`config.mk`:
```
export PLATFORM = sky130hd
export DESIGN_NAME = knob_matrix_scanner_unit
export DESIGN_NICKNAME = d
export VERILOG_FILES = /design/src/kms_pkg.sv /design/src/kms_lane.sv /design/src/kms_merge.sv /design/src/knob_matrix_scanner_unit.sv
export SDC_FILE = /design/constraint.sdc
export NUM_CORES = 1
export LEC_CHECK = 0
export BUFFER_PORTS_ARGS = -buffer_cell sky130_fd_sc_hd__buf_2
export CORE_ASPECT_RATIO = 1.25
export CORE_MARGIN = 2
export CORE_UTILIZATION = 57
export CTS_CLUSTER_DIAMETER = 150
export DETAILED_ROUTE_END_ITERATION = 10
export GPL_ROUTABILITY_DRIVEN = 1
export MAX_ROUTING_LAYER = met4
export PLACE_DENSITY = 0.76
export SLEW_MARGIN = 10
export SYNTH_ARGS = -nofsm -noshare
export SYNTH_HDL_FRONTEND = slang
export SYNTH_SLANG_ARGS = --single-unit
export TNS_END_PERCENT = 50
```
`constraint.sdc`:
```
create_clock -name clock -period 3.2 [get_ports clock]
set_input_delay 0.32 -clock clock [delete_from_list [all_inputs] [get_ports clock]]
set_output_delay 0.32 -clock clock [all_outputs]
set_load 0.005 [all_outputs]
```
`src/kms_pkg.sv`:
```
// Shared types, constants and mapping tables of the knob matrix scanner.
`default_nettype none

package kms_pkg;

   localparam int ROWS      = 16;
   localparam int KNOBS     = 14;
   localparam int LINES     = 16;
   localparam int OUT_KNOBS = 14;

   localparam int ROW_BITS  = 4;
   localparam int COL_BITS  = 4;
   localparam int POS_BITS  = 4;
   // The column field always carries 16 lines; only the first LINES of them are wired.
   localparam int LINE_FIELD = 16;
   localparam int REQ_BYTES = (ROW_BITS + LINE_FIELD + 7) / 8;
   localparam int REQ_WIDTH = REQ_BYTES * 8;
   localparam int RSP_WIDTH = ((OUT_KNOBS * POS_BITS + 7) / 8) * 8;

   localparam logic [7:0]          UNMAPPED = 8'hff;
   localparam logic [POS_BITS-1:0] NO_POS   = 4'hf;

   // Physical row to knob position.
   localparam logic [7:0] ROW_TO_POS [16] = '{
      8'd1, 8'd0, 8'd5, 8'd6, 8'd7, 8'd2, 8'd3, 8'd4,
      8'd9, 8'd8, UNMAPPED, UNMAPPED, UNMAPPED, 8'd10, 8'd11, 8'd2
   };

   // Physical column to knob number.
   localparam logic [7:0] COL_TO_KNOB [16] = '{
      8'd1, 8'd3, 8'd5, 8'd7, 8'd9, UNMAPPED, 8'd13, 8'd11,
      8'd12, 8'd10, UNMAPPED, 8'd8, 8'd6, 8'd4, 8'd2, 8'd0
   };

   typedef struct packed {
      logic                mapped;
      logic [COL_BITS-1:0] column;
   } kms_col_map_type;

   // Control shared by all knob lanes for the transaction being accepted.
   typedef struct packed {
      logic                accept;
      logic                scan_start;
      logic                scan_end;
      logic                row_hit;
      logic [POS_BITS-1:0] pos;
   } kms_ctrl_type;

   typedef struct packed {
      logic [POS_BITS-1:0] pos_next;
      logic                change;
   } kms_lane_out_type;

   // Inverse of the column table: which column (if any) drives a knob.
   function automatic kms_col_map_type knob_column(input int knob);
      kms_col_map_type m;
      m = '0;
      for (int c = 0; c < LINES; c++) begin
         if (COL_TO_KNOB[c] == knob[7:0]) begin
            m.mapped = 1'b1;
            m.column = c[COL_BITS-1:0];
         end
      end
      return m;
   endfunction

endpackage

`default_nettype wire

```
`src/kms_lane.sv`:
```
// One knob lane: hit mark and stored position of a single knob.
`default_nettype none

module kms_lane
   import kms_pkg::*;
(
   input  wire logic             clock,
   input  wire logic             reset,
   input  wire kms_ctrl_type     ctrl,
   input  wire logic             contact,
   output kms_lane_out_type      lane_out
);

   logic [POS_BITS-1:0] pos_ff, pos_in;
   logic                hit_ff, hit_in;
   logic                hit;
   logic                mark;
   logic [POS_BITS-1:0] hit_pos;
   logic                change;

   always_comb begin
      hit     = ctrl.row_hit && contact;
      mark    = (hit_ff && !ctrl.scan_start) || hit;
      hit_pos = hit ? ctrl.pos : pos_ff;
      change  = hit && (pos_ff != ctrl.pos);
      pos_in  = hit_pos;
      // A knob that saw no contact during the whole scan has no position.
      if (ctrl.scan_end && !mark) begin
         pos_in = NO_POS;
         if (hit_pos != NO_POS) begin
            change = 1'b1;
         end
      end
      hit_in = mark;
   end

   always_ff @(posedge clock) begin
      if (reset) begin
         pos_ff <= NO_POS;
         hit_ff <= 1'b0;
      end else if (ctrl.accept) begin
         pos_ff <= pos_in;
         hit_ff <= hit_in;
      end
   end

   assign lane_out.pos_next = pos_in;
   assign lane_out.change   = change;

endmodule

`default_nettype wire

```
`src/kms_merge.sv`:
```
// Merge stage: combines lane changes, keeps the change flag, registers the result.
`default_nettype none

module kms_merge
   import kms_pkg::*;
(
   input  wire logic             clock,
   input  wire logic             reset,
   input  wire kms_ctrl_type     ctrl,
   input  wire kms_lane_out_type lane_out [KNOBS],
   output logic                  req_ready,
   output logic                  rsp_tvalid,
   input  wire logic             rsp_tready,
   output logic [RSP_WIDTH-1:0]  rsp_tdata,
   output logic                  rsp_tlast,
   output logic                  rsp_tuser
);

   logic                 pending_ff, pending_in;
   logic                 valid_ff, valid_in;
   logic [RSP_WIDTH-1:0] data_ff, data_in;
   logic                 last_ff, changed_ff, changed_in;
   logic [KNOBS-1:0]     changes;
   logic                 any_change;

   for (genvar k = 0; k < KNOBS; k++) begin : g_chg
      assign changes[k] = lane_out[k].change;
   end

   for (genvar k = 0; k < OUT_KNOBS; k++) begin : g_pack
      if (k < KNOBS) begin : g_real
         assign data_in[k*POS_BITS +: POS_BITS] = lane_out[k].pos_next;
      end else begin : g_none
         assign data_in[k*POS_BITS +: POS_BITS] = NO_POS;
      end
   end
   if (RSP_WIDTH > OUT_KNOBS * POS_BITS) begin : g_pad
      assign data_in[RSP_WIDTH-1:OUT_KNOBS*POS_BITS] = '0;
   end

   assign any_change = |changes;
   assign req_ready  = !valid_ff || rsp_tready;

   always_comb begin
      changed_in = ctrl.scan_end && (pending_ff || any_change);
      pending_in = ctrl.scan_end ? 1'b0 : (pending_ff || any_change);
      valid_in   = ctrl.accept || (valid_ff && !rsp_tready);
   end

   always_ff @(posedge clock) begin
      if (reset) begin
         pending_ff <= 1'b1;
         valid_ff   <= 1'b0;
      end else begin
         valid_ff <= valid_in;
         if (ctrl.accept) begin
            pending_ff <= pending_in;
         end
      end
   end

   always_ff @(posedge clock) begin
      if (ctrl.accept) begin
         data_ff    <= data_in;
         last_ff    <= ctrl.scan_end;
         changed_ff <= changed_in;
      end
   end

   assign rsp_tvalid = valid_ff;
   assign rsp_tdata  = data_ff;
   assign rsp_tlast  = last_ff;
   assign rsp_tuser  = changed_ff;

`ifndef SYNTHESIS
   a_changed_only_at_end: assert property (@(posedge clock) disable iff (reset)
      rsp_tvalid && rsp_tuser |-> rsp_tlast)
      else $error("change flag reported on a row that does not end a scan");

   a_flag_cleared: assert property (@(posedge clock) disable iff (reset)
      ctrl.accept && ctrl.scan_end |=> !pending_ff)
      else $error("change flag not cleared after scan end");

   a_flag_sticky: assert property (@(posedge clock) disable iff (reset)
      ctrl.accept && !ctrl.scan_end && any_change |=> pending_ff)
      else $error("lane change lost before scan end");

   a_no_accept_when_full: assert property (@(posedge clock) disable iff (reset)
      valid_ff && !rsp_tready |-> !ctrl.accept)
      else $error("transaction accepted while result is stalled");
`endif

endmodule

`default_nettype wire

```
`src/knob_matrix_scanner_unit.sv`:
```
// Top level of the knob matrix scanner: row decode, knob lanes and merge stage.
//
// Each request transaction carries one scanned row: its physical row index and
// the 16 active-low column lines. Every request produces exactly one response
// holding the 14 packed knob positions (15 = no position) after that row is
// applied. Row 0 starts a scan; row 15 ends it, sets knobs that saw no contact
// to 15, and asserts tlast together with the change flag on tuser. One knob
// lane per knob evaluates its own column in parallel and a merge stage gathers
// the results into the response register, so a request is taken every clock
// cycle and its response appears in the cycle after; only a stalled response
// (rsp_tready low) holds off the next request.
`default_nettype none

module knob_matrix_scanner_unit
   import kms_pkg::*;
(
   input  wire logic                 clock,
   input  wire logic                 reset,
   input  wire logic                 req_tvalid,
   output logic                      req_tready,
   input  wire logic [REQ_WIDTH-1:0] req_tdata,   // row_index[3:0], column_lines[19:4], zero pad
   output logic                      rsp_tvalid,
   input  wire logic                 rsp_tready,
   output logic [RSP_WIDTH-1:0]      rsp_tdata,   // knob_positions[55:0], knob k at 4k+3..4k
   output logic                      rsp_tlast,   // scan_done
   output logic                      rsp_tuser    // changed
);

   logic [ROW_BITS-1:0]   row_index;
   logic [LINE_FIELD-1:0] column_lines;
   logic [7:0]            row_pos;
   logic                  req_ready;
   kms_ctrl_type          ctrl;
   logic [KNOBS-1:0]      contact;
   kms_lane_out_type      lane_out [KNOBS];

   assign row_index    = req_tdata[ROW_BITS-1:0];
   assign column_lines = req_tdata[ROW_BITS +: LINE_FIELD];
   assign row_pos      = ROW_TO_POS[row_index];
   assign req_tready   = req_ready;

   always_comb begin
      ctrl.accept     = req_tvalid && req_ready;
      ctrl.scan_start = (row_index == '0);
      ctrl.scan_end   = ({1'b0, row_index} == 5'(ROWS - 1));
      ctrl.row_hit    = ({1'b0, row_index} < 5'(ROWS)) && (row_pos != UNMAPPED);
      ctrl.pos        = row_pos[POS_BITS-1:0];
   end

   for (genvar k = 0; k < KNOBS; k++) begin : g_lane
      localparam kms_col_map_type MAP = knob_column(k);

      // Active-low contact on the column wired to this knob.
      assign contact[k] = MAP.mapped && !column_lines[MAP.column];

      kms_lane u_lane (
         .clock    (clock),
         .reset    (reset),
         .ctrl     (ctrl),
         .contact  (contact[k]),
         .lane_out (lane_out[k])
      );
   end

   kms_merge u_merge (
      .clock      (clock),
      .reset      (reset),
      .ctrl       (ctrl),
      .lane_out   (lane_out),
      .req_ready  (req_ready),
      .rsp_tvalid (rsp_tvalid),
      .rsp_tready (rsp_tready),
      .rsp_tdata  (rsp_tdata),
      .rsp_tlast  (rsp_tlast),
      .rsp_tuser  (rsp_tuser)
   );

endmodule

`default_nettype wire

```
* Yosys cells after proc, flatten, opt, wreduce, memory -nomap -nowiden *
Memories as Yosys holds them, arrays and structs flattened.
Cells that the tools add are included.

storage, ports and cells
  memories = 1
  ROM bits = 128
  bits in registers = 130

memories
  memory            words  width  read ports  clocked after memory_dff  wr ports  line                            source
  (name not given)  16     8      1           0                         0         knob_matrix_scanner_unit.sv:39  assign row_pos = ROW_TO_POS[row_index];

operators by class
  multiplexer cells = 59
  equal/unequal tests = 30
  reductions and logical operators = 109
  bitwise logic cells = 1
  order comparisons = 1

operators with widths
  operator                                                   number
  4-bit 2-to-1 mux                                           28
  1-bit logical AND                                          59
  4-bit != test                                              14
  4-bit != test (second input constant)                      14
  1-bit logical NOT                                          31
  1-bit 2-to-1 mux                                           29
  1-bit logical OR                                           17
  8-bit 2-to-1 mux                                           2
  14-bit OR reduction                                        1
  8-bit != test (second input constant)                      1
  5-bit greater-or-equal comparator (second input constant)  1
  4-bit inverter with 5-bit output                           1
  4-bit equality test (second input constant)                1
  4-bit logical NOT                                          1

* Longest topological paths before layout *
  depth in word-level cells = 13
  gate-level depth with buffers = 12

* Modules after synthesis *
From an unflattened synthesis, not the netlist that was laid out.

unflattened totals
  cell total of the unflattened synthesis = 672
  area, all modules = 7035.5 um^2

modules (own cells, without submodules)
  module                    sequential area each (um^2)  instances  cells each  area each (um^2)
  kms_lane                  100.1                        14         40          351.6
  kms_merge                 1781.7                       1          71          1848.0
  knob_matrix_scanner_unit  0.0                          1          41          265.3

* Worst setup path after synthesis *
No wires, ideal clock.

  kind = input to register
  start point = input rsp_tready
  end point = register u_merge.data_ff[0], in the netlist u_merge.rsp_tdata[0], enable pin
  cell stages on the path = 4
  library setup time = 0.445 ns
  setup slack = 0.271 ns
  data arrival time = 2.484 ns
  path through = nand2b_1 > nand2_1 > inv_1 > clkbuf_1

RTL lines
  what                  line                            source
  from (decl)           knob_matrix_scanner_unit.sv:23  input wire logic rsp_tready,
  to (signal assigned)  kms_merge.sv:64                 data_ff <= data_in;
  to (decl)             kms_merge.sv:21                 logic [RSP_WIDTH-1:0] data_ff, data_in;

* Worst setup path in the final report *
  start point = input req_tdata[1]
  end point = register u_merge.changed_ff, in the netlist u_merge.rsp_tuser (data pin)

on the way
  longest elaborated chain between the ends = 13

RTL lines
  what                                                    line                            source
  from (decl)                                             knob_matrix_scanner_unit.sv:21  input wire logic [REQ_WIDTH-1:0] req_tdata,
  4-bit inverter with 5-bit output (not written as such)  knob_matrix_scanner_unit.sv:39
  memory 16 x 8 bit                                       n/a
  8-bit 2-to-1 mux (not written as such) (2 in a row)     knob_matrix_scanner_unit.sv:39
  8-bit != test                                           knob_matrix_scanner_unit.sv:46  ctrl.row_hit = ({1'b0, row_index} < 5'(ROWS)) && (row_pos != UNMAPPED);
  1-bit logical AND                                       kms_lane.sv:22                  hit = ctrl.row_hit && contact;
  4-bit 2-to-1 mux or 1-bit logical OR (tied branches)    kms_lane.sv:24, kms_lane.sv:23
  4-bit != test or 1-bit logical NOT (tied branches)      kms_lane.sv:30, kms_lane.sv:28
  1-bit 2-to-1 mux or 1-bit logical AND (tied branches)   kms_lane.sv:30, kms_lane.sv:28
  1-bit 2-to-1 mux                                        kms_lane.sv:28                  if (ctrl.scan_end && !mark) begin
  14-bit OR reduction                                     kms_merge.sv:41                 assign any_change = |changes;
  1-bit logical OR                                        kms_merge.sv:45                 changed_in = ctrl.scan_end && (pending_ff || any_change);
  1-bit logical AND *                                     kms_merge.sv:45
  named net u_merge.changed_in                            kms_merge.sv:22                 logic last_ff, changed_ff, changed_in;
  to (signal assigned)                                    kms_merge.sv:66                 changed_ff <= changed_in;
  to (decl)                                               kms_merge.sv:22

The timed path passes the listed nets; every way through them passes the cells marked *. The select of a mux whose other input is x is not followed.
A chain may end at the register's enable or synchronous reset.

==> impl_metrics.json <==
{
  "crit_path_max_fanout": 28,
  "drc": 0,
  "rsz0062_at_grt": "false",
  "postCtsSetupBuffers": 0,
  "cts_tree": "done",
  "syn_avg_cell_area_um2": 9.63,
  "rrSetupSlack_ns": 0.90,
  "cts_root_buf": "clkbuf_16",
  "numCtsBuffers": 17,
  "arrival_ns": 2.71,
  "cts.sinks": 130,
  "cp_num_buf_inv": 3,
  "report.final.hold_viol_count": 0,
  "synth_commonest_cells": "nor2_1 (139), dfxtp_1 (72), edfxtp_1 (58)",
  "area_growth_pct": 19.7,
  "worst_slew_pin_slew_ns": 0.882,
  "place_congestion": 0.923,
  "ctsHoldBuffers": 0,
  "relSlewSlack_pct": 41.0,
  "rows": 42,
  "initial_core_util_pct": 58.7,
  "synth_edf_count": 58,
  "syn_area_um2": 6270,
  "first_global_vias": 5155,
  "dpl.hpwl_um": 10100,
  "synthTopCellsByArea": "edfxtp_1 (28%), dfxtp_1 (23%), nor2_1 (8.3%)",
  "postRouteAntennaNets": 0,
  "chipWidth_um": 97.8,
  "critPathRequiredTime_ns": 3.35,
  "drt-initial-drc-count": 430,
  "slew_violations": 0,
  "cts-resized-gates": 0,
  "yosys_register_bits": 130,
  "die-area_um2": 11900,
  "n_antenna_cell": 0,
  "ys_seq_area_share_pct": 50.8,
  "slowest_stage": "o41ai_1",
  "first_pass_iters": 7,
  "outcome": "completed",
  "grt_pass1_wl_um": 24700,
  "synth.most_common_cell": "nor2_1",
  "cp-start-kind": "input pin",
  "die_h_um": 121,
  "path_delay_family": "compound AO/OA/AOI/OAI gates",
  "slowest_delay_ns": 0.59,
  "p_leak_nw": 3.00,
  "pre_cts_ws_ns": 0.317,
  "powerDensity_nw_per_um2": 618,
  "grt_max_degree": 59,
  "clock_skew_ns": 0.00519,
  "wire_per_inst_um": 17.9,
  "yosysTopAreaCell": "edfxtp_1",
  "totalWireLength_um": 15700,
  "synth_top_area_share_pct": 27.8,
  "synth_cell_types": 43,
  "async_flop_share_pct": 0,
  "yosysWarningCount": 0,
  "grt-ovfl-total": 0,
  "synth_ff_type": "dfxtp_1",
  "maxCapViolations": 0,
  "setup_slack_ns": 0.646,
  "synth_cells": 651,
  "path_clk_slew_ns": 0.05,
  "antenna_found_initial": 0,
  "port_buffers": 81,
  "hp-class": "in2reg",
  "fin_nets": 766,
  "fp.coreArea_um2": 10700,
  "vias_per_cell": 6.13,
  "min_period_over_period_pct": 79.8,
  "path_cells": "buf_2 > inv_1 > ha_1 > o21a_1 > a21oi_2 > buf_12 > xor2_1 > o41ai_1 > nand4_1 > nor4_2 > nor2_1",
  "timing.setup.tns_ns": 0,
  "setup_viol": 0,
  "clk_latency_ns": 0.41,
  "post-route-min-period_ns": 2.55,
  "cts_max_level": 4,
  "clockBufferDepth": 2,
  "ir_worst_vdd_v": 0.000310,
  "critical_path_class": "in2reg",
  "vias": 5382,
  "boundaryPins": 88,
  "synth_nets": 684,
  "fmax_ghz": 0.391,
  "track_usage_pct": 26.9,
  "critPathCaptureType": "flop",
  "drive_gt1_share_pct": 20.1
}
[flip-flops by register name (all words and copies together), names as in the netlist]
| name | flops |
|---|---|
| g_lane.u_lane.pos_ff | 56 |
| u_merge.rsp_tdata | 56 |
| u_merge.rsp_tlast | 1 |
| u_merge.rsp_tvalid | 1 |
| g_lane.u_lane.hit_ff | 14 |
| u_merge.rsp_tuser | 1 |
| u_merge.pending_ff | 1 |
[where the power goes]
part | internal (mW) | switching, mW
logic | 0.266 | 0.371
registers | 1.86 | 0.0749
clock network | 1.38 | 0.682
total | 3.51 | 1.13
[path summary, 6_finish.rpt]
path                                          from                       end  cells past startpoint
worst max register to register  u_merge.rsp_tvalid  g_lane[11].u_lane.hit_ff                      6
worst min register to register  u_merge.pending_ff        u_merge.pending_ff                      2
worst max-delay path                  req_tdata[1]         u_merge.rsp_tuser                     11
worst min-delay path                    req_tvalid        u_merge.rsp_tvalid                      3
[cell families after synthesis]
group | share of synthesized area [%]
flip-flops | 50.8
adder cells (fa/ha/maj) | 0.998
XOR/XNOR | 7.83
AO/OA/AOI/OAI | 19.2
multiplexers | 0.359
AND/OR/NAND/NOR | 17.2
buffers and inverters | 3.55
[layer usage]
| layer | vias up | wire, µm | global-route usage, % |
|---|---|---|---|
| li1 | 2512 | - | - |
| met2 | 247 | 7910 | 43.7 |
| met5 | - | 0 | - |
| met1 | 2581 | 6400 | 32.3 |
| met3 | 42 | 1000 | 6.05 |
| met4 | 0 | 417 | 12.2 |
[worst register-to-register path: cells and delay by family, from the launching register on]
kind            cells  cell delay, ns
flops               1            0.31
buf+inv             1            0.35
simple gates        4            1.05
compound gates      1            0.44
[layout by cell type (no fill, tap or decap), types with 2 or more instances in the layout]
master,count
nand2_2,2
and2_1,9
nor2_1,139
inv_1,4
o22a_1,26
dfxtp_1,72
xnor2_1,24
o21bai_1,43
o22ai_1,18
clkinv_2,3
buf_4,21
nand4_1,17
nand2_1,18
buf_12,3
buf_2,81
nor4_1,3
a22oi_1,10
bufinv_16,4
mux2_2,2
a211o_1,9
clkbuf_8,4
xor2_1,32
nor3_1,33
clkbuf_1,2
clkbuf_16,17
o41ai_1,6
nor2_2,5
nand3_1,4
nand2b_1,2
o21ai_0,3
a21oi_1,44
a41o_1,3
nand3b_1,4
edfxtp_1,58
ha_1,5
a21oi_2,2
[layout make-up]
type | instances | area [µm²]
inverter | 5 | 21.3
multi-input combinational | 474 | 2870
clock inverter | 9 | 151
sequential | 130 | 3180
clock buffer | 23 | 488
timing repair buffer | 105 | 623
fill | 808 | 3160
tap | 132 | 165
[metrics by stage]
| stage | hold slack, ns | cells | cell area, µm² | total power [mW] | util (%) |
|---|---|---|---|---|---|
| global route | 0.175 | 878 | 7500 | 4.79 | 70.3 |
| detailed placement | 0.469 | 846 | 6860 | 2.59 | 64.3 |
| finish | 0.172 | 878 | 7500 | 4.64 | 70.3 |
| floorplan | 0.441 | 651 | 6270 | 2.38 | - |
| global placement | 0.461 | 846 | 6860 | 2.56 | 64.3 |
| CTS | 0.160 | 878 | 7500 | 4.65 | 70.3 |
(Power assumes the default switching activity.)
